==> config.mk <==
export PLATFORM = sky130hd
export DESIGN_NAME = ehc_front
export DESIGN_NICKNAME = d
export VERILOG_FILES = /design/src/ehc_pkg.sv /design/src/ehc_front.sv
export SDC_FILE = /design/constraint.sdc
export NUM_CORES = 1
export LEC_CHECK = 0
export BUFFER_PORTS_ARGS = -buffer_cell sky130_fd_sc_hd__clkbuf_2
export CORE_AREA = 8 8 141 143
export DETAILED_ROUTE_END_ITERATION = 10
export DIE_AREA = 0 0 149 151
export PLACE_DENSITY_LB_ADDON = 0.3
export SLEW_MARGIN = 15
export SYNTH_ARGS = -nofsm -noshare
export SYNTH_HDL_FRONTEND = slang
export SYNTH_SLANG_ARGS = --single-unit
export TNS_END_PERCENT = 5
==> constraint.sdc <==
create_clock -name clk -period 8.7 [get_ports clk]
set_input_delay 0.87 -clock clk [delete_from_list [all_inputs] [get_ports clk]]
set_output_delay 0.87 -clock clk [all_outputs]
set_load 0.03 [all_outputs]
==> src/ehc_pkg.sv <==
// Shared types and constants for the expiring hash cache.
`default_nettype none
package ehc_pkg;
  localparam int INDEX_BITS_DEF = 10;
  localparam int KEY_W = 32;
  localparam int SIDX_W = 10;
  localparam int TIME_W = 48;
  localparam int LIFE_W = 22;
  localparam int LT_US_W = 32;
  localparam int CMD_W = 2;
  localparam logic [LIFE_W-1:0] LIFE_RST = 22'd1000;
  localparam logic [9:0] US_PER_MS = 10'd1000;

  localparam logic [CMD_W-1:0] CMD_LOOKUP = 2'd0;
  localparam logic [CMD_W-1:0] CMD_INSERT = 2'd1;
  localparam logic [CMD_W-1:0] CMD_TOUCH  = 2'd2;
  localparam logic [CMD_W-1:0] CMD_PIN    = 2'd3;

  typedef struct packed {
    logic [CMD_W-1:0]  cmd;
    logic [KEY_W-1:0]  key;
    logic [SIDX_W-1:0] sidx;
    logic [TIME_W-1:0] now;
  } req_t;

  typedef struct packed {
    logic              full;
    logic [SIDX_W-1:0] slot;
    logic              hit;
  } res_t;

  typedef struct packed {
    logic [KEY_W-1:0]  key;
    logic [TIME_W-1:0] expiry;
    logic              used;
    logic              pinned;
  } entry_t;
endpackage
`default_nettype wire

==> src/ehc_front.sv <==
// Front end: takes requests and queues them for the table engine.
`default_nettype none
module ehc_front (
  input  wire logic         clk,
  input  wire logic         rst,
  input  wire logic         clearing,
  input  wire logic         in_valid,
  output      logic         in_ready,
  input  wire ehc_pkg::req_t in_req,
  output      logic         q_valid,
  input  wire logic         q_ready,
  output      ehc_pkg::req_t q_req
);
  ehc_pkg::req_t slots [2];
  logic       wr_ptr;
  logic       rd_ptr;
  logic [1:0] count;
  logic       push;
  logic       pop;

  assign in_ready = (count != 2'd2) && !clearing;
  assign q_valid  = (count != 2'd0);
  assign q_req    = slots[rd_ptr];
  assign push     = in_valid && in_ready;
  assign pop      = q_valid && q_ready;

  always_ff @(posedge clk) begin
    if (push) begin
      slots[wr_ptr] <= in_req;
    end
    if (rst) begin
      wr_ptr <= 1'b0;
      rd_ptr <= 1'b0;
      count  <= 2'd0;
    end else begin
      if (push) wr_ptr <= ~wr_ptr;
      if (pop) rd_ptr <= ~rd_ptr;
      if (push && !pop) count <= count + 2'd1;
      else if (pop && !push) count <= count - 2'd1;
    end
  end
endmodule
`default_nettype wire

==> results of run 1 <==
[flip-flops by register name, summed over array words and instances (netlist names), named ones only]
signal  cells
rd_ptr      1
slots     184
wr_ptr      1
count       2
[metrics by stage]
stage | hold slack [ps] | setup WS [ps] | power, mW | util [%]
6_report | 513 | 5390 | 2.65 | 49.4
5_1_grt | 530 | 5210 | 2.77 | 49.4
4_1_cts | 516 | 5280 | 2.69 | 49.4
3_5_place_dp | 489 | 5720 | 1.87 | 45.8
3_3_place_gp | 484 | 5770 | 1.86 | 45.8
2_1_floorplan | 465 | 2950 | 1.68 | -
[cells by family after synthesis]
| family | Yosys count |
|---|---|
| and+or+nand+nor | 12 |
| buffers and inverters | 10 |
| AOI/OAI and AO/OA | 3 |
| xor gates and xnor gates | 3 |
| DFF | 189 |
| muxes | 93 |
| adders and majority gates | 1 |
[final cells by class]
type / count / area, sq um
clock buffer: 17 / 425
timing repair buffer: 194 / 981
clock inverter: 15 / 211
fill: 1469 / 8930
sequential: 189 / 5630
antenna: 1 / 2.50
tap: 229 / 287
multi-input combinational: 112 / 1190
[metal layers]
layer  GRT usage, %  wire length [um]  vias up
met5              0                 0        -
li1               -                 -     1638
met1           13.4              5470     1678
met2           20.3              6760      118
met3           4.69               995       13
met4           5.35               177        0
[cells in the mapped netlist]
library cell	n	area share [%]
nor2b_1	2	0.18
nor3b_4	1	0.27
ha_1	1	0.18
xor2_1	3	0.38
o21ai_0	2	0.15
buf_2	2	0.15
and2_1	1	0.091
or3_1	1	0.091
nor2_1	5	0.27
edfxtp_1	184	80
nor2b_2	1	0.13
dfxtp_1	5	1.5
a21oi_1	1	0.073
mux2_1	1	0.16
buf_4	8	0.87
mux2_2	92	15
or2_2	1	0.091
[worst max path at each step]
stage / endpoint / startpoint / slack [ps] / cells after the start
global route: q_req[5] / register / 5210 / 3
global placement: q_req[5] / register / 5770 / 3
CTS: q_req[12] / register / 5280 / 3
floorplan: slots[0][0] / clearing / 2950 / 2
detailed placement: slots[1][14] / clearing / 5720 / 4
finish: q_req[5] / register / 5390 / 3
[worst min-delay path, delay by kind of cell (launching register included)]
family        cells  cell delay, ps
flops             1             330
simple gates      1              70
xor+xnor          1              80
[report_power, final]
part / internal, mW / switching [mW]
clock: 0.487 / 0.334
combinational: 0.251 / 0.447
sequential: 1.09 / 0.0492
total: 1.82 / 0.830
[layout by cell type, fill, tap and decap left out, drive strengths merged, types with 3 or more instances in the layout]
cell type,netlist,routed
nor2,5,5
bufinv,0,4
xor2,3,3
dfxtp,5,5
buf,10,4
edfxtp,184,184
nor2b,3,3
inv,0,4
clkbuf,0,207
clkinv,0,5
mux2,93,93
==> metrics list, run 1 <==
* Routability-driven placement congestion ratio: 0.707
- Tightest Pin Transition: 666 ps
- Worst-case clock buffer depth: 2
- Post-cts sizing count: 0
- Hold Buf Count CTS: 0
- Post-synthesis sequential area ratio: 81.8%
- In this run the count of I/O pins placed on the die edge is between 150 and 200.
- Vias after detailed routing: 3447
- Clock latency on the worst-skew pair: 420 ps
- Number of clock sinks: 189
- Netlist Area Pre-Place: 6870 sq um
* Status: complete, no violations
* Cell area after placement: 8090 sq um
* CTS clock-pin slew for the worst setup and hold paths: about 60 ps
- For this run, the post-layout net count is ~610.
- The die is 149 um wide.
- Detailed-route wire length: 13400 um
- For this run the aggregate overflow at the end of global routing stands at 0.
* Largest stage delay, worst path: 720 ps
- Entering global routing, the biggest net connects 51 pins.
- Of all nets on the critical path, the largest fanout is 50.
- Final total negative setup slack: 0 ps
* Via count of the first global-routing pass: 3957
- The initial utilization of the core area, before any placement, comes to 38.9%.
* Period minus WS final: about 3300 ps
* Adder and majority cell fraction of the synthesized area: 0.182%
- Kind of cell adding the most delay to the critical path: buffers and inverters
* Leakage power figure: 3.24 nW
- Beginning of the worst register-to-register path: count[0]
- The worst setup path is captured at an output port.
* Combinational family with the most area after synthesis: multiplexers
* Hold path startpoint: rd_ptr
- Among all stages on the critical path, the largest delay is contributed by dfxtp_4.
- The number of setup buffers added after CTS is 0.
* Data required, critical path: 7830 ps
- Initial antenna violation count: 0
- In this run, synthesis produced a sequential element count of ~190.
* Post-synthesis share of cell area spent on xor and xnor gates: less than 1%
* Portion of the clock cycle consumed by the worst path in the final layout: 38.1%
- Post-placement cell count: approximately 720
- Die Outline Area: 22500 sq um
* Worst endpoint data arrival time: 2440 ps
- Counting instances, the worst hold path has a depth of 2.
- List of cells traversed by the critical path: buf_4, mux2_2, clkbuf_2
* DR pass1 iterations: 4
- Kind of critical path: reg2out
- Max Clk Rate: between 0.3 and 0.4 GHz
- Clock tree from TritonCTS: done
- The wire-length estimate of the detail-placed layout is approximately 9000 um.
- Clk root buf: clkbuf_16
- In the global route stage, overall resource usage came out at between 10% and 20%.
- Worst Reg2Reg Path Length in Cells: 4
* Multiplexer area fraction after synthesis: 15.2%
- The floorplan step set the die height to 151 um.
* Standard-cell row count: 49
* Number of H-tree branching levels: 4
- Setup violations remaining at the end of the flow were counted as 0.
* Hold violation count in the final report: 0
- In this run the power density over the cells is 304 nW/um^2.
- IR drop worst, VDD: approximately 0.16 mV
- The tool flagged a number of max-cap violations equal to 0.
* Net count after synthesis: between 400 and 500
- Counting both buffers and inverters, the worst setup path holds a total of 2.
- Setup repair after global routing left no endpoint under its margin.
* Reg2Reg Setup Slack: 6280 ps
* Count of mapped cells out of synthesis: 311
- Final cell area excluding filler cells: 8720 sq um
- Buffers inserted during clock tree synthesis total 17.
* Antenna-violating nets left: 0
* Number of input and output port buffers inserted: 190
* Number of max-slew violations in the final report: 0
- Number of remaining DRC errors: 0
- R2r endpoint: slots[1][8]
- Avg WL per Cell: 17.7 um
- Core footprint: 17700 sq um
- Cells with a size suffix above 1 make up 61.1% of the layout.
- Simple-gate portion of the synthesized area: 1.13%
- After the first detailed-routing iteration, the DRC count stood at ~120.
- Via density per instance: 4.55
* Layout Cells excl Fill: between 700 and 800
* Fraction of the mapped netlist area in compound gates: 0.218%
- Yosys synthesis warning count: 0
* Critical path startpoint category: register
- The tightest min-delay check is of the reg2reg type.
* Max transition margin: 55.6%
- Avg Synthesized Cell Area: 22.1 sq um
- Clock skew on the completed layout was measured at 6.25 ps.
* Layout Area Growth over Synthesis: 26.9%
* Distinct cell type count after synthesis: 17
* Global-route wire length before repair: 20600 um
Power figures use the tool's default switching activity.
==> inputs of run 2 (changes only) <==
==> constraint.sdc (replaced) <==
create_clock -name clk -period 3.39 [get_ports clk]
set_input_delay 0.339 -clock clk [delete_from_list [all_inputs] [get_ports clk]]
set_output_delay 0.339 -clock clk [all_outputs]
set_load 0.03 [all_outputs]
==> metrics list, run 2 (same netlist as run 1, synthesis figures left out) <==
- Power per Cell Area: 779 nW/um^2
- Number of buffers inserted by post-CTS setup repair: 0
- For hold timing, the worst endpoint is slots[1][52].
* Status: complete, no violations
* Internal power: 4.69 mW
- The clock reaches the later pin of the worst-skew pair after ~420 ps.
- Core footprint: 17700 sq um
* Initial antenna violation count: 0
- Number of H-tree branching levels: 4
* Setup repair after global routing missed its margin: false
- The worst setup path is launched from a register.
* Critical path peak fanout: 47
- Number of remaining DRC errors: 0
- Final Setup Violations: 0
* Register with the highest flop count: slots
- Portion of the clock cycle consumed by the worst path in the final layout: 73.0%
- The top cell types in the final layout, fill and taps aside, are 190 x clkbuf_2, 184 x edfxtp_1, 92 x mux2_2.
- Number of max-slew violations in the final report: 0
* Height of the chip: ~150 um
* Period minus WS final: 2470 ps
- In this design, the largest share of critical-path delay is due to flip-flops.
* Clk root buf: clkbuf_16
- Hold is met by 105 ps.
- The initial utilization of the core area, before any placement, comes to 38.9%.
- Global routing used between 10% and 20% of the available tracks across all layers.
- Clock network fraction of total power: 30.5%
* Leakage power figure: around 3.2 nW
* DR pass1 iterations: 4
- In the final routed layout, each cell accounts on average for between 15 and 20 um.
* Proportion of power drawn by flip-flops and latches: 42.9%
* Clk_skew: 12.2 ps
- Clock-pin slew was measured on the worst setup and hold paths at 70 ps.
- Number of buffers created by CTS: 17
- STA classifies the critical path endpoint as an output port.
* Logic depth of the worst setup path including buffers: 3
- After detailed routing, the total wire length is 13500 um.
- Timing would allow up to 0.404 GHz.
- From left edge to right edge, the die measures 149 um.
- Using the TritonRoute via totals, the vias-per-cell ratio works out to 4.61.
- Clock tree from TritonCTS: done
* Hold Buf Count CTS: 0
- After legalization and detailed placement, the total HPWL measured 9140 um.
- Cells with a size suffix above 1 make up 60.8% of the layout.
* Post-cts sizing count: 0
* Kind of critical path: reg2out
* Depth of the worst hold-timing path: 1
- The critical path goes through buf_12, mux2_2, clkbuf_2.
- Compared with the post-synthesis result, the final layout area differs by 27.1%.
- Antenna-violating nets left: 0
- The repair_antennas step left the layout with diodes totalling 0.
* Beginning of the worst register-to-register path: count[0]
- In this run the critical register-to-register path is captured at slots[1][26].
- Class of the tightest hold or removal check: in2reg
* Largest registers ranked by flip-flop count: slots x184, count x2
- Counting along the longest clock path gives a buffer depth of 2.
- Largest stage delay, worst path: 760 ps
* Hold path startpoint: in_req[52]
- The routed layout has roughly 3.5k vias.
- The first global-routing pass estimated around 21000 um of wire.
* Most frequent standard cell in the layout excluding fill and tap cells: clkbuf_2
- Across the run, the number of max-cap violations was 0.
* Max transition margin: between 50% and 60%
- Tightest Pin Transition: 670 ps
- Global route overflow: 0
- Max reg flops: 184
- The slowest stage of the critical path is the dfxtp_4 cell.
- The congestion estimate from routability-driven global placement came to 0.708.
* Hold violation count in the final report: 0
* Pin count of the biggest net entering global routing: 93
- Number of design-rule violations left by the first detailed-router iteration: 144
- The initialized floorplan defines 49 standard-cell rows.
* Number of nets in the layout: 613
* Data required, critical path: 3050 ps
- Buffers placed on the I/O ports in this run total 190.
* Via count of the first global-routing pass: 4066
* Reg2Reg Setup Slack: 1280 ps
* IR drop worst, VDD: between 0.3 and 0.4 mV
* Switching part of the total: 31.2%
- Worst Reg2Reg Path Length in Cells: 4
- Combinational cells account for 26.6% of the total power.
- Final total negative setup slack: 0 ps
* Critical path buffer and inverter count: 2
- I/O pin total: 191
- For this design the total switching power over the nets is approximately 2.1 mW.
- Clock tree synthesis found a total of 189 sinks.
- Die Outline Area: 22500 sq um
- Worst endpoint data arrival time: 2140 ps
## run 2: cell types whose count changed in the layout (fill, tap and decap cells not counted), sizes merged
cell      change
clkinv        -1
clkinvlp      -1
clkbuf        +2
diode         -1
buf           +1
## run 2: per-layer routing
layer | vias to the layer above | wire length (um) | GRT usage (%)
met5 | - | 0 | 0
met4 | 0 | 159 | 5.10
met3 | 12 | 1020 | 4.66
met2 | 117 | 6770 | 21.0
met1 | 1724 | 5500 | 13.4
li1 | 1634 | - | -
## run 2: power by group through the flow
stage / registers [mW] / logic [mW] / clock network (mW)
after floorplan: 2.88 / 1.42 / 0
after global placement: 2.96 / 1.83 / 0
after detailed placement: 2.98 / 1.84 / 0
after CTS: 2.93 / 1.85 / 2.13
after global routing: 2.95 / 1.92 / 2.22
final: 2.92 / 1.81 / 2.08
## run 2: final cells by class
class,instances,area (sq um)
sequential,189,5630
clock buffer,19,433
timing repair buffer,195,1010
fill,1496,8920
tap,229,287
multi-input combinational,112,1190
clock inverter,13,184
## run 2: worst max path at each step
stage	from	slack, ps	to
finish	register	920	q_req[67]
global route	register	760	q_req[72]
CTS	register	840	q_req[48]
detailed placement	count[0]	1240	slots[1][57]
global placement	register	1310	q_req[48]
floorplan	count[1]	50	slots[1][0]
## run 2: per-stage QoR
| step | instance area (sq um) | setup WS, ps | cells | power (mW) | util (%) |
|---|---|---|---|---|---|
| after floorplan | 6880 | 54.1 | 311 | 4.29 | - |
| after global placement | 8120 | 1310 | 725 | 4.79 | 46.0 |
| after detailed placement | 8120 | 1240 | 725 | 4.82 | 46.0 |
| after CTS | 8730 | 838 | 757 | 6.90 | 49.5 |
| after global routing | 8730 | 763 | 757 | 7.09 | 49.5 |
| final | 8730 | 916 | 757 | 6.81 | 49.5 |
==> inputs of run 3 (changes only) <==
==> constraint.sdc (replaced) <==
create_clock -name clk -period 2.05 [get_ports clk]
set_input_delay 0.205 -clock clk [delete_from_list [all_inputs] [get_ports clk]]
set_output_delay 0.205 -clock clk [all_outputs]
set_load 0.03 [all_outputs]
==> metrics list, run 3 (same netlist as run 1, synthesis figures left out) <==
* Number of H-tree branching levels: 4
- Detailed placement finished with a half-perimeter wire length of approximately 9600 um.
- Design Power: 11.0 mW
* Antenna-violating nets left: 0
- For the worst setup path, the data required time is 1850 ps.
* Register with the highest flop count: slots
- Pin count of the biggest net entering global routing: 48
* Global-route wire length before repair: 22300 um
- The repair_antennas step left the layout with diodes totalling 0.
* Clock network fraction of total power: 27.0%
* List of cells traversed by the critical path: buf_4, mux2_2, clkbuf_2
* Max transition margin: 74.7%
- At the later pin of the worst-skew pair, clock insertion delay measures 420 ps.
- Worst endpoint data arrival time: 1730 ps
* Height of the chip: between 150 and 200 um
- During I/O placement, the number of pins put on the boundary was 191.
- Across the VDD grid, the largest voltage drop is 0.564 mV.
- Layout Area Growth over Synthesis: 40.2%
* Crit end category: output port
* Standard-cell row count: 49
- The slowest stage of the critical path belongs to the cell mux2_2.
- Largest registers ranked by flip-flop count: slots x184, count x2
* Worst-case clock buffer depth: 2
- Leaving out filler cells and counting taps, the final layout contains approximately 850.
* Number of clock sinks: 189
* Class of the tightest hold or removal check: in2reg
* Initial antenna violation count: 0
- Across all register-to-register paths, the minimum setup slack is 360 ps.
- In the global route stage, overall resource usage came out at 13.1%.
- Fraction of final layout cells with drive strength greater than 1: 52.0%
- Max Clk Rate: 0.518 GHz
- DR pass1 iterations: 4
- Hold path startpoint: rst
* Via count of the first global-routing pass: 4363
- TritonCTS built the clock tree.
- For this block, the routed nets add up to 14600 um of wire.
- Pre-CTS setup slack: 346 ps
* Post-cts sizing count: 0
- Worst-case hold slack: 32.5 ps
- The core region is 17700 sq um.
- Maximum capacitance violations: 0
* Most frequent standard cell in the layout excluding fill and tap cells: clkbuf_2
- Summed over all cells, the static leakage comes to about 3.6 nW.
- Net switching is 31.8% of the power.
* Critical path buffer and inverter count: 2
- Number of nets in the layout: 708
- Proportion of power drawn by flip-flops and latches: 42.7%
- Vias after detailed routing: 3852
- In the post-route analysis, the smallest setup slack over all paths is 120 ps.
- Global route overflow: 0
* Clk root buf: clkbuf_16
- Period minus WS final: 1930 ps
- Hold violation count in the final report: 0
* Depth of the worst hold-timing path: 2
- In this run the power density over the cells is 1140 nW/um^2.
- In this run the post-CTS setup repair buffer count came out at 0.
- Number of buffers created by CTS: 17
- Clk_skew: 7.68 ps
- Routability-driven placement finished with a final weighted congestion of 0.785.
- At the pin with the least slew margin, the transition time is 379 ps.
* Internal power: 7.51 mW
- Largest stage delay, worst path: 400 ps
- Final Setup Violations: 0
* Horizontal die dimension: 149 um
- Most frequent cells in the layout: 190 x clkbuf_2, 184 x edfxtp_1, 92 x mux2_2, 92 x dlygate4sd3_1, 17 x clkbuf_16
* R2r endpoint: slots[1][72]
* Kind of critical path: reg2out
- The startpoint identified for the worst register-to-register timing path is count[1].
- Number of max-slew violations in the final report: 0
- Portion of the clock cycle consumed by the worst path in the final layout: 94.2%
- The floorplan step defined a die boundary enclosing 22500 sq um.
* Kind of cell adding the most delay to the critical path: buffers and inverters
* Critical path startpoint category: register
* Avg WL per Cell: 17.1 um
- Via density per instance: 4.52
- In this run, the combinational gates consume between 30% and 40% of the power.
- For hold timing, the worst endpoint is count[0].
- The flow ran to the end, and the final reports show no timing, DRC or antenna violations.
- Hold repair after CTS inserted 92 buffers.
- During placement, the flow inserted port buffers numbering 190.
- Setup repair after global routing left no endpoint under its margin.
* Net Sw Power: 3.51 mW
* Number of design-rule violations left by the first detailed-router iteration: 183
- Post-placement cell count: 728
- Max reg flops: 184
- In this run the worst path has a maximum fanout of 28.
* Number of remaining DRC errors: 0
* Worst Reg2Reg Path Length in Cells: 4
- Once the floorplan was initialized, standard cells occupied 38.9% of the core.
- Clock-pin slew was measured on the worst setup and hold paths at 70 ps.
-- run 3: worst max-delay path by stage --
stage	from	endpoint	cells after the start
floorplan	count[1]	slots[0][0]	3
CTS	register	q_req[6]	3
global route	register	q_req[6]	3
global placement	count[1]	slots[1][65]	4
detailed placement	count[1]	slots[1][65]	4
finish	register	q_req[6]	3
-- run 3: per-stage QoR --
step | utilization, % | cell area, sq um | TNS [ps]
after floorplan | - | 6890 | -68980
after global placement | 46.4 | 8190 | 0
after detailed placement | 46.4 | 8190 | 0
after CTS | 54.6 | 9640 | 0
after global routing | 54.6 | 9640 | 0
final | 54.6 | 9640 | 0
-- run 3: routing by layer --
layer  vias up  GRT usage [%]  wire length (um)
li1       1831              -                 -
met1      1887           14.0              5860
met2       118           23.1              7460
met3        16           4.93              1010
met4         0           5.45               221
met5         -              0                 0
-- run 3: cell type report --
cell class	count	area, sq um
sequential	189	5630
fill	1417	8020
timing repair buffer	290	1990
multi-input combinational	112	1190
clock inverter	13	100
clock buffer	19	433
tap	229	287
-- run 3: power groups by stage --
stage               sequential, mW  combinational, mW  clock (mW)
floorplan                     4.76               2.35           0
global placement              4.77               3.23           0
detailed placement            4.79               3.25           0
CTS                           4.71               3.40        3.06
global route                  4.73               3.54        3.20
finish                        4.70               3.34        2.98
-- run 3: worst register-to-register path, delay by kind of cell, from the launching register on --
family,cells,cell delay (ps)
buf+inv,1,280
flops,1,340
simple gates,3,770
